==> config.mk <==
export PLATFORM = sky130hd
export DESIGN_NAME = partition_first_best_fit_table_core
export DESIGN_NICKNAME = d
export VERILOG_FILES = /design/src/pfbf_pkg.sv /design/src/partition_first_best_fit_table_core.sv
export SDC_FILE = /design/constraint.sdc
export NUM_CORES = 2
export LEC_CHECK = 0
export BUFFER_PORTS_ARGS = -buffer_cell sky130_fd_sc_hd__buf_2
export CORE_MARGIN = 8
export CORE_UTILIZATION = 30
export DETAILED_ROUTE_END_ITERATION = 8
export GPL_ROUTABILITY_DRIVEN = 0
export GPL_TIMING_DRIVEN = 0
export PLACE_DENSITY = 0.43
export SYNTH_ARGS = -nofsm -noshare
export SYNTH_HDL_FRONTEND = slang
export SYNTH_SLANG_ARGS = --single-unit
==> constraint.sdc <==
create_clock -name clk -period 15.8 [get_ports clk]
set_input_delay 1.58 -clock clk [delete_from_list [all_inputs] [get_ports clk]]
set_output_delay 1.58 -clock clk [all_outputs]
set_load 0.02 [all_outputs]
==> src/pfbf_pkg.sv <==
// Shared types, codes and defaults for the partition table block.
package pfbf_pkg;

  // Default sizing of the table.
  localparam int MAX_PARTS_DEF   = 64;
  localparam int OFFSET_BITS_DEF = 16;

  // Fixed field widths.
  localparam int SIZE_W   = 16;
  localparam int ADDR_W   = 32;
  localparam int STATUS_W = 2;
  localparam int APB_AW   = 4;
  localparam int APB_DW   = 32;

  // Result status codes.
  typedef logic [STATUS_W-1:0] status_t;
  localparam status_t STAT_OK       = 2'd0;
  localparam status_t STAT_NO_FIT   = 2'd1;
  localparam status_t STAT_FULL     = 2'd2;
  localparam status_t STAT_BAD_SLOT = 2'd3;

  // Operation codes of an input item.
  localparam logic OP_SEARCH = 1'b0;
  localparam logic OP_INSERT = 1'b1;

  // Gap selection modes.
  localparam logic FIT_FIRST = 1'b0;
  localparam logic FIT_BEST  = 1'b1;

  // Register indexes, taken from paddr[3:2].
  typedef logic [1:0] reg_idx_t;
  localparam reg_idx_t REG_FIT_MODE = 2'd0;
  localparam reg_idx_t REG_MEM_SIZE = 2'd1;
  localparam reg_idx_t REG_BASE     = 2'd2;

  // Register reset values.
  localparam logic [SIZE_W-1:0] MEM_SIZE_RST = 16'd4096;
  localparam logic [ADDR_W-1:0] BASE_RST     = 32'd0;

endpackage

==> src/partition_first_best_fit_table_core.sv <==
// Partition table with first-fit and best-fit gap search and insert at a given slot.
//
//   Channel  Direction  Handshake             Payload
//   in_      input      in_valid / in_stall   operation, request_size, start_address,
//                                             part_length, slot_in
//   out_     output     out_valid / out_stall status, gap_address, slot_out, part_count
//   cfg      APB        psel/penable/pwrite   fit_mode @0, memory_size @4, base_address @8
//
// A search measures one gap per cycle through a single subtract-and-compare unit fed by the
// table memory's registered read port, stopping early when first fit hits, and then loads
// the result register.
// An insert moves m = count - slot_in + 1 entries one place higher, each read through the
// registered read port and written back, then writes the new entry and loads the result
// register; full-table and bad-slot inserts go straight to the result state.
// Synchronous active-low reset; the table memory is not cleared, only the count.
// in_stall is high from acceptance until the result is loaded; the result register
// holds its item while out_stall is high.
module partition_first_best_fit_table_core #(
  parameter int MAX_PARTS   = pfbf_pkg::MAX_PARTS_DEF,
  parameter int OFFSET_BITS = pfbf_pkg::OFFSET_BITS_DEF,
  localparam int SLOT_W     = $clog2(MAX_PARTS + 2)
) (
  input  logic                         clk,
  input  logic                         rst_n,
  // input channel
  input  logic                         in_valid,
  output logic                         in_stall,
  input  logic                         in_operation,
  input  logic [pfbf_pkg::SIZE_W-1:0]  in_request_size,
  input  logic [pfbf_pkg::ADDR_W-1:0]  in_start_address,
  input  logic [pfbf_pkg::SIZE_W-1:0]  in_part_length,
  input  logic [SLOT_W-1:0]            in_slot_in,
  // result channel
  output logic                         out_valid,
  input  logic                         out_stall,
  output pfbf_pkg::status_t            out_status,
  output logic [pfbf_pkg::ADDR_W-1:0]  out_gap_address,
  output logic [SLOT_W-1:0]            out_slot_out,
  output logic [SLOT_W-1:0]            out_part_count,
  // configuration port
  input  logic                         psel,
  input  logic                         penable,
  input  logic                         pwrite,
  input  logic [pfbf_pkg::APB_AW-1:0]  paddr,
  input  logic [pfbf_pkg::APB_DW-1:0]  pwdata,
  output logic [pfbf_pkg::APB_DW-1:0]  prdata,
  output logic                         pready
);
  import pfbf_pkg::*;

  localparam int AW    = (MAX_PARTS > 1) ? $clog2(MAX_PARTS) : 1;
  localparam int CNT_W = $clog2(MAX_PARTS + 1);
  localparam int GW    = ((OFFSET_BITS > SIZE_W) ? OFFSET_BITS : SIZE_W) + 1;
  localparam int MW    = 2 * OFFSET_BITS;

  typedef enum logic [1:0] {S_IDLE, S_SRCH, S_INS, S_DONE} state_t;

  state_t                 state_r, state_nxt;
  logic                   fit_mode_r, fit_mode_nxt;
  logic [SIZE_W-1:0]      mem_size_r, mem_size_nxt;
  logic [ADDR_W-1:0]      base_r, base_nxt;
  logic [CNT_W-1:0]       count_r, count_nxt;
  logic [SIZE_W-1:0]      req_r, req_nxt;
  logic [SIZE_W-1:0]      len_r, len_nxt;
  logic [OFFSET_BITS-1:0] ins_s_r, ins_s_nxt;
  logic [CNT_W-1:0]       idx_r, idx_nxt;
  logic [CNT_W-1:0]       scan_r, scan_nxt;
  logic [SLOT_W-1:0]      gi_r, gi_nxt;
  logic                   pend_r, pend_nxt;
  logic [OFFSET_BITS-1:0] prev_end_r, prev_end_nxt;
  logic                   found_r, found_nxt;
  logic [GW-1:0]          best_r, best_nxt;
  logic [OFFSET_BITS-1:0] best_left_r, best_left_nxt;
  logic [SLOT_W-1:0]      best_slot_r, best_slot_nxt;
  status_t                res_status_r, res_status_nxt;
  logic [AW-1:0]          wa_r, wa_nxt;
  logic                   out_valid_r, out_valid_nxt;
  status_t                out_status_r, out_status_nxt;
  logic [ADDR_W-1:0]      out_gap_r, out_gap_nxt;
  logic [SLOT_W-1:0]      out_slot_r, out_slot_nxt;
  logic [SLOT_W-1:0]      out_count_r, out_count_nxt;

  // Table memory: start offset in the upper half, end offset in the lower half.
  logic [MW-1:0]          mem [MAX_PARTS];
  logic [MW-1:0]          rd_data_r;
  logic                   mem_we;
  logic [AW-1:0]          mem_wa;
  logic [AW-1:0]          mem_ra;
  logic [MW-1:0]          mem_wd;

  logic [OFFSET_BITS-1:0] rd_start;
  logic [OFFSET_BITS-1:0] rd_end;
  logic [GW-1:0]          right_w;
  logic [GW-1:0]          gap_w;
  logic                   cfg_we;
  logic                   eval;
  logic                   last;
  logic                   fit;
  logic                   better;

  assign rd_start = rd_data_r[MW-1:OFFSET_BITS];
  assign rd_end   = rd_data_r[OFFSET_BITS-1:0];
  assign cfg_we   = psel & penable & pwrite;
  assign pready   = 1'b1;

  // Shared gap unit: right neighbor's start (or the memory size after the last entry) minus left neighbor's end.
  assign right_w = pend_r ? GW'(rd_start) : GW'(mem_size_r);
  assign gap_w   = right_w - GW'(prev_end_r);

  // Register read-back.
  always_comb begin
    case (reg_idx_t'(paddr[3:2]))
      REG_FIT_MODE: prdata = APB_DW'(fit_mode_r);
      REG_MEM_SIZE: prdata = APB_DW'(mem_size_r);
      REG_BASE:     prdata = APB_DW'(base_r);
      default:      prdata = '0;
    endcase
  end

  // Sequencer next-state logic.
  always_comb begin
    state_nxt      = state_r;
    fit_mode_nxt   = fit_mode_r;
    mem_size_nxt   = mem_size_r;
    base_nxt       = base_r;
    count_nxt      = count_r;
    req_nxt        = req_r;
    len_nxt        = len_r;
    ins_s_nxt      = ins_s_r;
    idx_nxt        = idx_r;
    scan_nxt       = scan_r;
    gi_nxt         = gi_r;
    pend_nxt       = pend_r;
    prev_end_nxt   = prev_end_r;
    found_nxt      = found_r;
    best_nxt       = best_r;
    best_left_nxt  = best_left_r;
    best_slot_nxt  = best_slot_r;
    res_status_nxt = res_status_r;
    wa_nxt         = wa_r;
    out_valid_nxt  = out_valid_r & out_stall;
    out_status_nxt = out_status_r;
    out_gap_nxt    = out_gap_r;
    out_slot_nxt   = out_slot_r;
    out_count_nxt  = out_count_r;
    mem_we         = 1'b0;
    mem_wa         = wa_r;
    mem_wd         = rd_data_r;
    mem_ra         = scan_r[AW-1:0];
    eval           = 1'b0;
    last           = 1'b0;
    fit            = 1'b0;
    better         = 1'b0;

    // The user must issue configuration writes only while the block is idle; the block itself does not enforce this.
    if (cfg_we) begin
      case (reg_idx_t'(paddr[3:2]))
        REG_FIT_MODE: fit_mode_nxt = pwdata[0];
        REG_MEM_SIZE: mem_size_nxt = pwdata[SIZE_W-1:0];
        REG_BASE:     base_nxt     = pwdata[ADDR_W-1:0];
        default:      ;
      endcase
    end

    case (state_r)
      S_IDLE: begin
        if (in_valid) begin
          req_nxt       = in_request_size;
          len_nxt       = in_part_length;
          ins_s_nxt     = OFFSET_BITS'(in_start_address - base_r);
          scan_nxt      = '0;
          gi_nxt        = '0;
          pend_nxt      = 1'b0;
          prev_end_nxt  = '0;
          found_nxt     = 1'b0;
          best_nxt      = '0;
          best_left_nxt = '0;
          best_slot_nxt = '0;
          if (in_operation == OP_SEARCH) begin
            state_nxt = S_SRCH;
          end else if (count_r == CNT_W'(MAX_PARTS)) begin
            res_status_nxt = STAT_FULL;
            state_nxt      = S_DONE;
          end else if (in_slot_in == '0 ||
                       in_slot_in > SLOT_W'(count_r) + SLOT_W'(1)) begin
            res_status_nxt = STAT_BAD_SLOT;
            state_nxt      = S_DONE;
          end else begin
            idx_nxt        = CNT_W'(in_slot_in - SLOT_W'(1));
            scan_nxt       = count_r;
            best_slot_nxt  = in_slot_in;
            res_status_nxt = STAT_OK;
            state_nxt      = S_INS;
          end
        end
      end

      S_SRCH: begin
        // Fetch the next entry while the previous one is measured.
        if (scan_r < count_r) begin
          mem_ra   = scan_r[AW-1:0];
          scan_nxt = scan_r + CNT_W'(1);
          pend_nxt = 1'b1;
        end else begin
          pend_nxt = 1'b0;
        end
        last = !pend_r && (scan_r >= count_r);
        eval = pend_r || last;
        if (eval) begin
          fit    = $signed(gap_w) >= $signed(GW'(req_r));
          better = !found_r || ($signed(gap_w) < $signed(best_r));
          if (fit && (fit_mode_r == FIT_FIRST || better)) begin
            found_nxt     = 1'b1;
            best_nxt      = gap_w;
            best_left_nxt = prev_end_r;
            best_slot_nxt = gi_r + SLOT_W'(1);
          end
          if (pend_r) begin
            prev_end_nxt = rd_end;
          end
          gi_nxt = gi_r + SLOT_W'(1);
          if ((fit && fit_mode_r == FIT_FIRST) || last) begin
            res_status_nxt = found_nxt ? STAT_OK : STAT_NO_FIT;
            state_nxt      = S_DONE;
          end
        end
      end

      S_INS: begin
        // Write back the entry read last cycle one place higher.
        if (pend_r) begin
          mem_we = 1'b1;
          mem_wa = wa_r;
          mem_wd = rd_data_r;
        end
        if (scan_r > idx_r) begin
          mem_ra   = AW'(scan_r - CNT_W'(1));
          wa_nxt   = scan_r[AW-1:0];
          scan_nxt = scan_r - CNT_W'(1);
          pend_nxt = 1'b1;
        end else begin
          pend_nxt = 1'b0;
          if (!pend_r) begin
            mem_we    = 1'b1;
            mem_wa    = idx_r[AW-1:0];
            mem_wd    = {ins_s_r, ins_s_r + OFFSET_BITS'(len_r)};
            count_nxt = count_r + CNT_W'(1);
            state_nxt = S_DONE;
          end
        end
      end

      S_DONE: begin
        // Load the result register once it is free.
        if (!out_valid_r || !out_stall) begin
          out_valid_nxt  = 1'b1;
          out_status_nxt = res_status_r;
          out_gap_nxt    = found_r ? base_r + ADDR_W'(best_left_r) : '0;
          out_slot_nxt   = best_slot_r;
          out_count_nxt  = SLOT_W'(count_r);
          state_nxt      = S_IDLE;
        end
      end

      default: state_nxt = S_IDLE;
    endcase
  end

  // State, registers and result outputs.
  always_ff @(posedge clk) begin
    if (!rst_n) begin
      state_r     <= S_IDLE;
      fit_mode_r  <= FIT_FIRST;
      mem_size_r  <= MEM_SIZE_RST;
      base_r      <= BASE_RST;
      count_r     <= '0;
      pend_r      <= 1'b0;
      out_valid_r <= 1'b0;
    end else begin
      state_r     <= state_nxt;
      fit_mode_r  <= fit_mode_nxt;
      mem_size_r  <= mem_size_nxt;
      base_r      <= base_nxt;
      count_r     <= count_nxt;
      pend_r      <= pend_nxt;
      out_valid_r <= out_valid_nxt;
    end
    req_r        <= req_nxt;
    len_r        <= len_nxt;
    ins_s_r      <= ins_s_nxt;
    idx_r        <= idx_nxt;
    scan_r       <= scan_nxt;
    gi_r         <= gi_nxt;
    prev_end_r   <= prev_end_nxt;
    found_r      <= found_nxt;
    best_r       <= best_nxt;
    best_left_r  <= best_left_nxt;
    best_slot_r  <= best_slot_nxt;
    res_status_r <= res_status_nxt;
    wa_r         <= wa_nxt;
    out_status_r <= out_status_nxt;
    out_gap_r    <= out_gap_nxt;
    out_slot_r   <= out_slot_nxt;
    out_count_r  <= out_count_nxt;
  end

  // Table memory with one write port and a registered read port.
  always_ff @(posedge clk) begin
    if (mem_we) begin
      mem[mem_wa] <= mem_wd;
    end
    rd_data_r <= mem[mem_ra];
  end

  assign in_stall        = (state_r != S_IDLE);
  assign out_valid       = out_valid_r;
  assign out_status      = out_status_r;
  assign out_gap_address = out_gap_r;
  assign out_slot_out    = out_slot_r;
  assign out_part_count  = out_count_r;

endmodule

==> out/metrics.csv <==
stage,metric,value,unit
status,status,finished with violations,
status,violated checks,"capacitance limit, slew limit",
global_route,maximum number of pins on one net before global-route repair,65,
yosys,Mapped Avg Cell Area,16.1,µm²
setup_path,type of origin of the critical path,flop,
sta,Final setup violation count,0,
clock_tree,Clock Latency Late Sink,900,ps
setup_path,"Top cell by count, worst path",clkbuf_1,
clock_tree,maximum root-to-sink buffer count,4,
floorplan,core box area,0.314,mm²
placed_design,detailed placer's ending HPWL,243000,µm
yosys,synth top area cells,"edfxtp_1 71%, mux4_2 8.6%, nand2_1 3.9%, dfxtp_1 2.0%, ha_1 1.7%",
yosys,Mapped Cells,5863,
clock_tree,clock transition time at the flip-flop clock pins of the worst setup and hold paths,60,ps
global_route,number of global-route vias before repair,55600,
global_route,wire length of the first global-routing pass,463000,µm
sta,Fin. Hold Viols,0,
setup_path,highest-delay cell along the critical path,nor4_1,
yosys,number of storage elements in the synthesis netlist,2322,
detailed_routing,average routed wire per standard cell,31.2,µm
yosys,number of flops mapped to enable cells by yosys,2230,
clock_tree,setup repair bufs after CTS,0,
clock_tree,clk sinks,2322,
power_and_ir_drop,cell internal pwr,0.0147,W
setup_path,worst reg2reg path depth,15,
detailed_routing,Final Routed Wirelength,339000,µm
setup_path,capturing element type of the critical path,flop,
placed_design,count of port buffers added during placement,178,
global_route,fraction of met2 tracks used by global routing,0.311,
detailed_routing,mean number of vias per cell,5.24,
power_and_ir_drop,switching fraction of total power,0.414,
global_route,global route total overflow,0,
sta,highest clock rate,140,MHz
finish,"count of placed standard cells in the final layout, fillers left out",10900,
finish,Area growth syn-to-layout,19.5,%
yosys,most common flop cell mapped by yosys,edfxtp_1,
setup_path,crit path max fanout,10,
power_and_ir_drop,PwrDens,222,mW/mm²
sta,slew of the pin with the lowest slew margin,1720,ps
finish,fill cell count,29900,
yosys,leading area contributor after synthesis,edfxtp_1,
setup_path,worst reg2reg path endpoint,rd_data_r[7],
setup_path,Levels on crit path,15,
setup_path,category of the critical setup timing path,reg2reg,
detailed_routing,number of design rule violations left after detail routing,0,
setup_path,cell-by-cell trace of the critical path,buf_2 -> inv_1 -> ha_1 -> nand3b_1 -> a21oi_2 -> o211ai_1 -> nand2_1 -> clkbuf_1 -> buf_16 -> clkbuf_1 -> clkbuf_1 -> nand2_1 -> a21oi_1 -> a311oi_1 -> nor4_1,
global_route,antenna violations before repair,38,
detailed_routing,detailed-route via count,56800,
power_and_ir_drop,proportion of power drawn by the clock network,0.240,
clock_tree,Clock Tree Root,clkbuf_16,
worst_hold_path,Worst Hold Class,reg2reg,
clock_tree,hold buffer count at cts,0,
setup_path,capturing element of the worst setup path,rd_data_r[7],
detailed_routing,Iter 0 DRT Violations,6441,
clock_tree,cells resized by post-CTS repair,0,
finish,final non-filler cell area,0.113,mm²
clock_tree,CTS H-tree lvls,5,
yosys,count of cell types in the netlist,77,
sta,final setup TNS,0,ps
sta,final critical-path required period,7160,ps
setup_path,R2R setup slack,8640,ps
power_and_ir_drop,largest vdd supply drop,194,µV
floorplan,area of the die,0.332,mm²
flow_run,Max Cap Viol,9,
global_route,routing usage on met1,0.280,
sta,final critical-path share of the clock period,0.453,
sta,Setup Skew,57.5,ps
setup_path,worst flop-to-flop path startpoint,scan_r[0],
setup_path,arrival time reported for the critical path endpoint,7790,ps
floorplan,Std-Cell Rows,206,
detailed_routing,Detail Route Antenna Nets,0,
floorplan,Initial Util,0.300,
global_route,met3 Usage GRT,0.0285,
yosys,Synth top area share,0.710,
clock_tree,Inserted Clock Buffers,267,
clock_tree,CTS tree,yes,
global_route,total global routing track utilization,0.198,
power_and_ir_drop,part of the total power dissipated in combinational logic,0.421,
sta,Max-Slew Margin vs Limit,-0.154,
setup_path,launch point of the worst path,scan_r[0],
sta,Hold Slack,401,ps
power_and_ir_drop,total net switching power,0.0104,W
placed_design,Placed Instances,10400,
yosys,post-synth design cell area,0.0943,mm²
sta,setup repair after global routing missed its margin,no,
finish,fraction of final layout cells sized beyond drive strength 1,0.203,
setup_path,buffering stage count on the worst path with inverters included,6,
detailed_routing,drt first pass iters,5,
placed_design,Area after DPL,0.104,mm²
floorplan,vertical die dimension,577,µm
finish,nets@finish,6722,
setup_path,critical path's largest stage delay,1210,ps
global_route,GRT busiest layer,met2,
power_and_ir_drop,register share of total power,0.339,
yosys,number of synthesis warnings,0,
power_and_ir_drop,Leakage Power,36.9,nW
floorplan,Top Ports,198,
yosys,share of flip-flops with an asynchronous set or reset after synthesis,0,
yosys,"Seq/Total Area, Yosys",0.730,
sta,Final Max Slew Viols,14,
setup_path,Worst EP required,16440,ps
setup_path,family of cells with the greatest summed delay on the critical path,buffers and inverters,
floorplan,horizontal die dimension,577,µm
yosys,synthesized net count,6108,
## cells by family after synthesis
family                   after synthesis  share of synthesized area
AO/OA/AOI/OAI                        747                     0.0527
adder cells (fa/ha/maj)              130                     0.0176
AND/OR/NAND/NOR                     1710                     0.0776
XOR/XNOR                              67                    0.00623
multiplexers                         443                     0.0954
other                                  1                  0.0000398
flip-flops                          2322                      0.730
buffers and inverters                443                     0.0207
## power by group through the flow
stage / registers (W) / logic (W) / clock network, W
3_3_place_gp: 0.00913 / 0.00964 / 0
6_report: 0.00848 / 0.0105 / 0.00602
2_1_floorplan: 0.00869 / 0.00502 / 0
5_1_grt: 0.00849 / 0.0110 / 0.00636
4_1_cts: 0.00847 / 0.0105 / 0.00614
3_5_place_dp: 0.00860 / 0.0105 / 0
## worst min-delay path by stage
stage / depth (start not counted) / to / startpoint
2_1_floorplan: 0 / out_slot_out[0] / best_slot_r[0]
3_3_place_gp: 0 / out_slot_out[3] / best_slot_r[3]
3_5_place_dp: 0 / out_slot_out[1] / best_slot_r[1]
4_1_cts: 0 / out_slot_out[0] / best_slot_r[0]
5_1_grt: 0 / out_slot_out[0] / best_slot_r[0]
6_report: 0 / out_slot_out[0] / best_slot_r[0]
## routing by layer
metal | vias up | wire, µm | share of wire
li1 | 24100 | - | -
met1 | 30000 | 149000 | 0.44
met2 | 2270 | 153000 | 0.45
met3 | 450 | 23400 | 0.069
met4 | 8 | 13000 | 0.038
met5 | - | 49 | 0.00014
## sequential cells by signal, indices dropped and copies added (netlist names), 2 cells and up
name,cells
base_r,32
best_left_r,16
best_r,17
best_slot_r,7
count_r,7
gi_r,7
idx_r,7
ins_s_r,16
len_r,16
mem,2048
mem_size_r,16
out_gap_address,32
out_part_count,7
out_slot_out,7
out_status,2
prev_end_r,16
rd_data_r,32
req_r,16
res_status_r,2
scan_r,7
state_r,2
wa_r,6
## Yosys cell counts (all sizes together) (36+ instances only)
library cell  count
edfxtp         2230
nand2           986
mux4            361
nor2            272
a21oi           231
nand3           176
clkbuf          159
buf             156
a31oi           134
ha              126
inv             126
a311oi          115
dfxtp            92
o21ai            78
mux2i            60
and2             58
nor3             49
xnor2            46
nor4             36
## area by class of cell
class | count | area [µm²] | share of cell area
flip-flops and latches | 2322 | 68800 | 0.611
multi-input cells | 3098 | 24400 | 0.217
clock buffers | 342 | 7050 | 0.0625
well taps | 4160 | 5200 | 0.0462
repair buffers | 345 | 3890 | 0.0345
plain buffers | 315 | 1470 | 0.0131
clock inverters | 127 | 1300 | 0.0116
inverters | 128 | 480 | 0.00426
diodes | 14 | 35.0 | 0.000311
## layout by cell type, fill, tap and decap left out, types with 49 or more instances in the layout
cell and count:
buf_4 58, ha_1 126, dfxtp_1 92, and2_1 57, nor2_1 215, nor2_4 57, mux2i_1 58, clkinv_1 49
o21ai_0 64, clkbuf_1 226, edfxtp_1 2230, buf_12 88, inv_1 125, nand2_1 970, a21oi_1 230, a31oi_1 134
clkbuf_16 270, buf_2 271, a311oi_1 95, mux4_2 361, nand3_1 176
## per-stage QoR
step / setup WS [ps] / power (W) / utilization
after floorplan: 9370 / 0.0137 / -
after global placement: 1490 / 0.0188 / 0.320
after detailed placement: 8810 / 0.0191 / 0.332
after CTS: 8760 / 0.0251 / 0.359
after global routing: 8430 / 0.0259 / 0.359
final: 8640 / 0.0250 / 0.359
(Power assumes the default switching activity.)
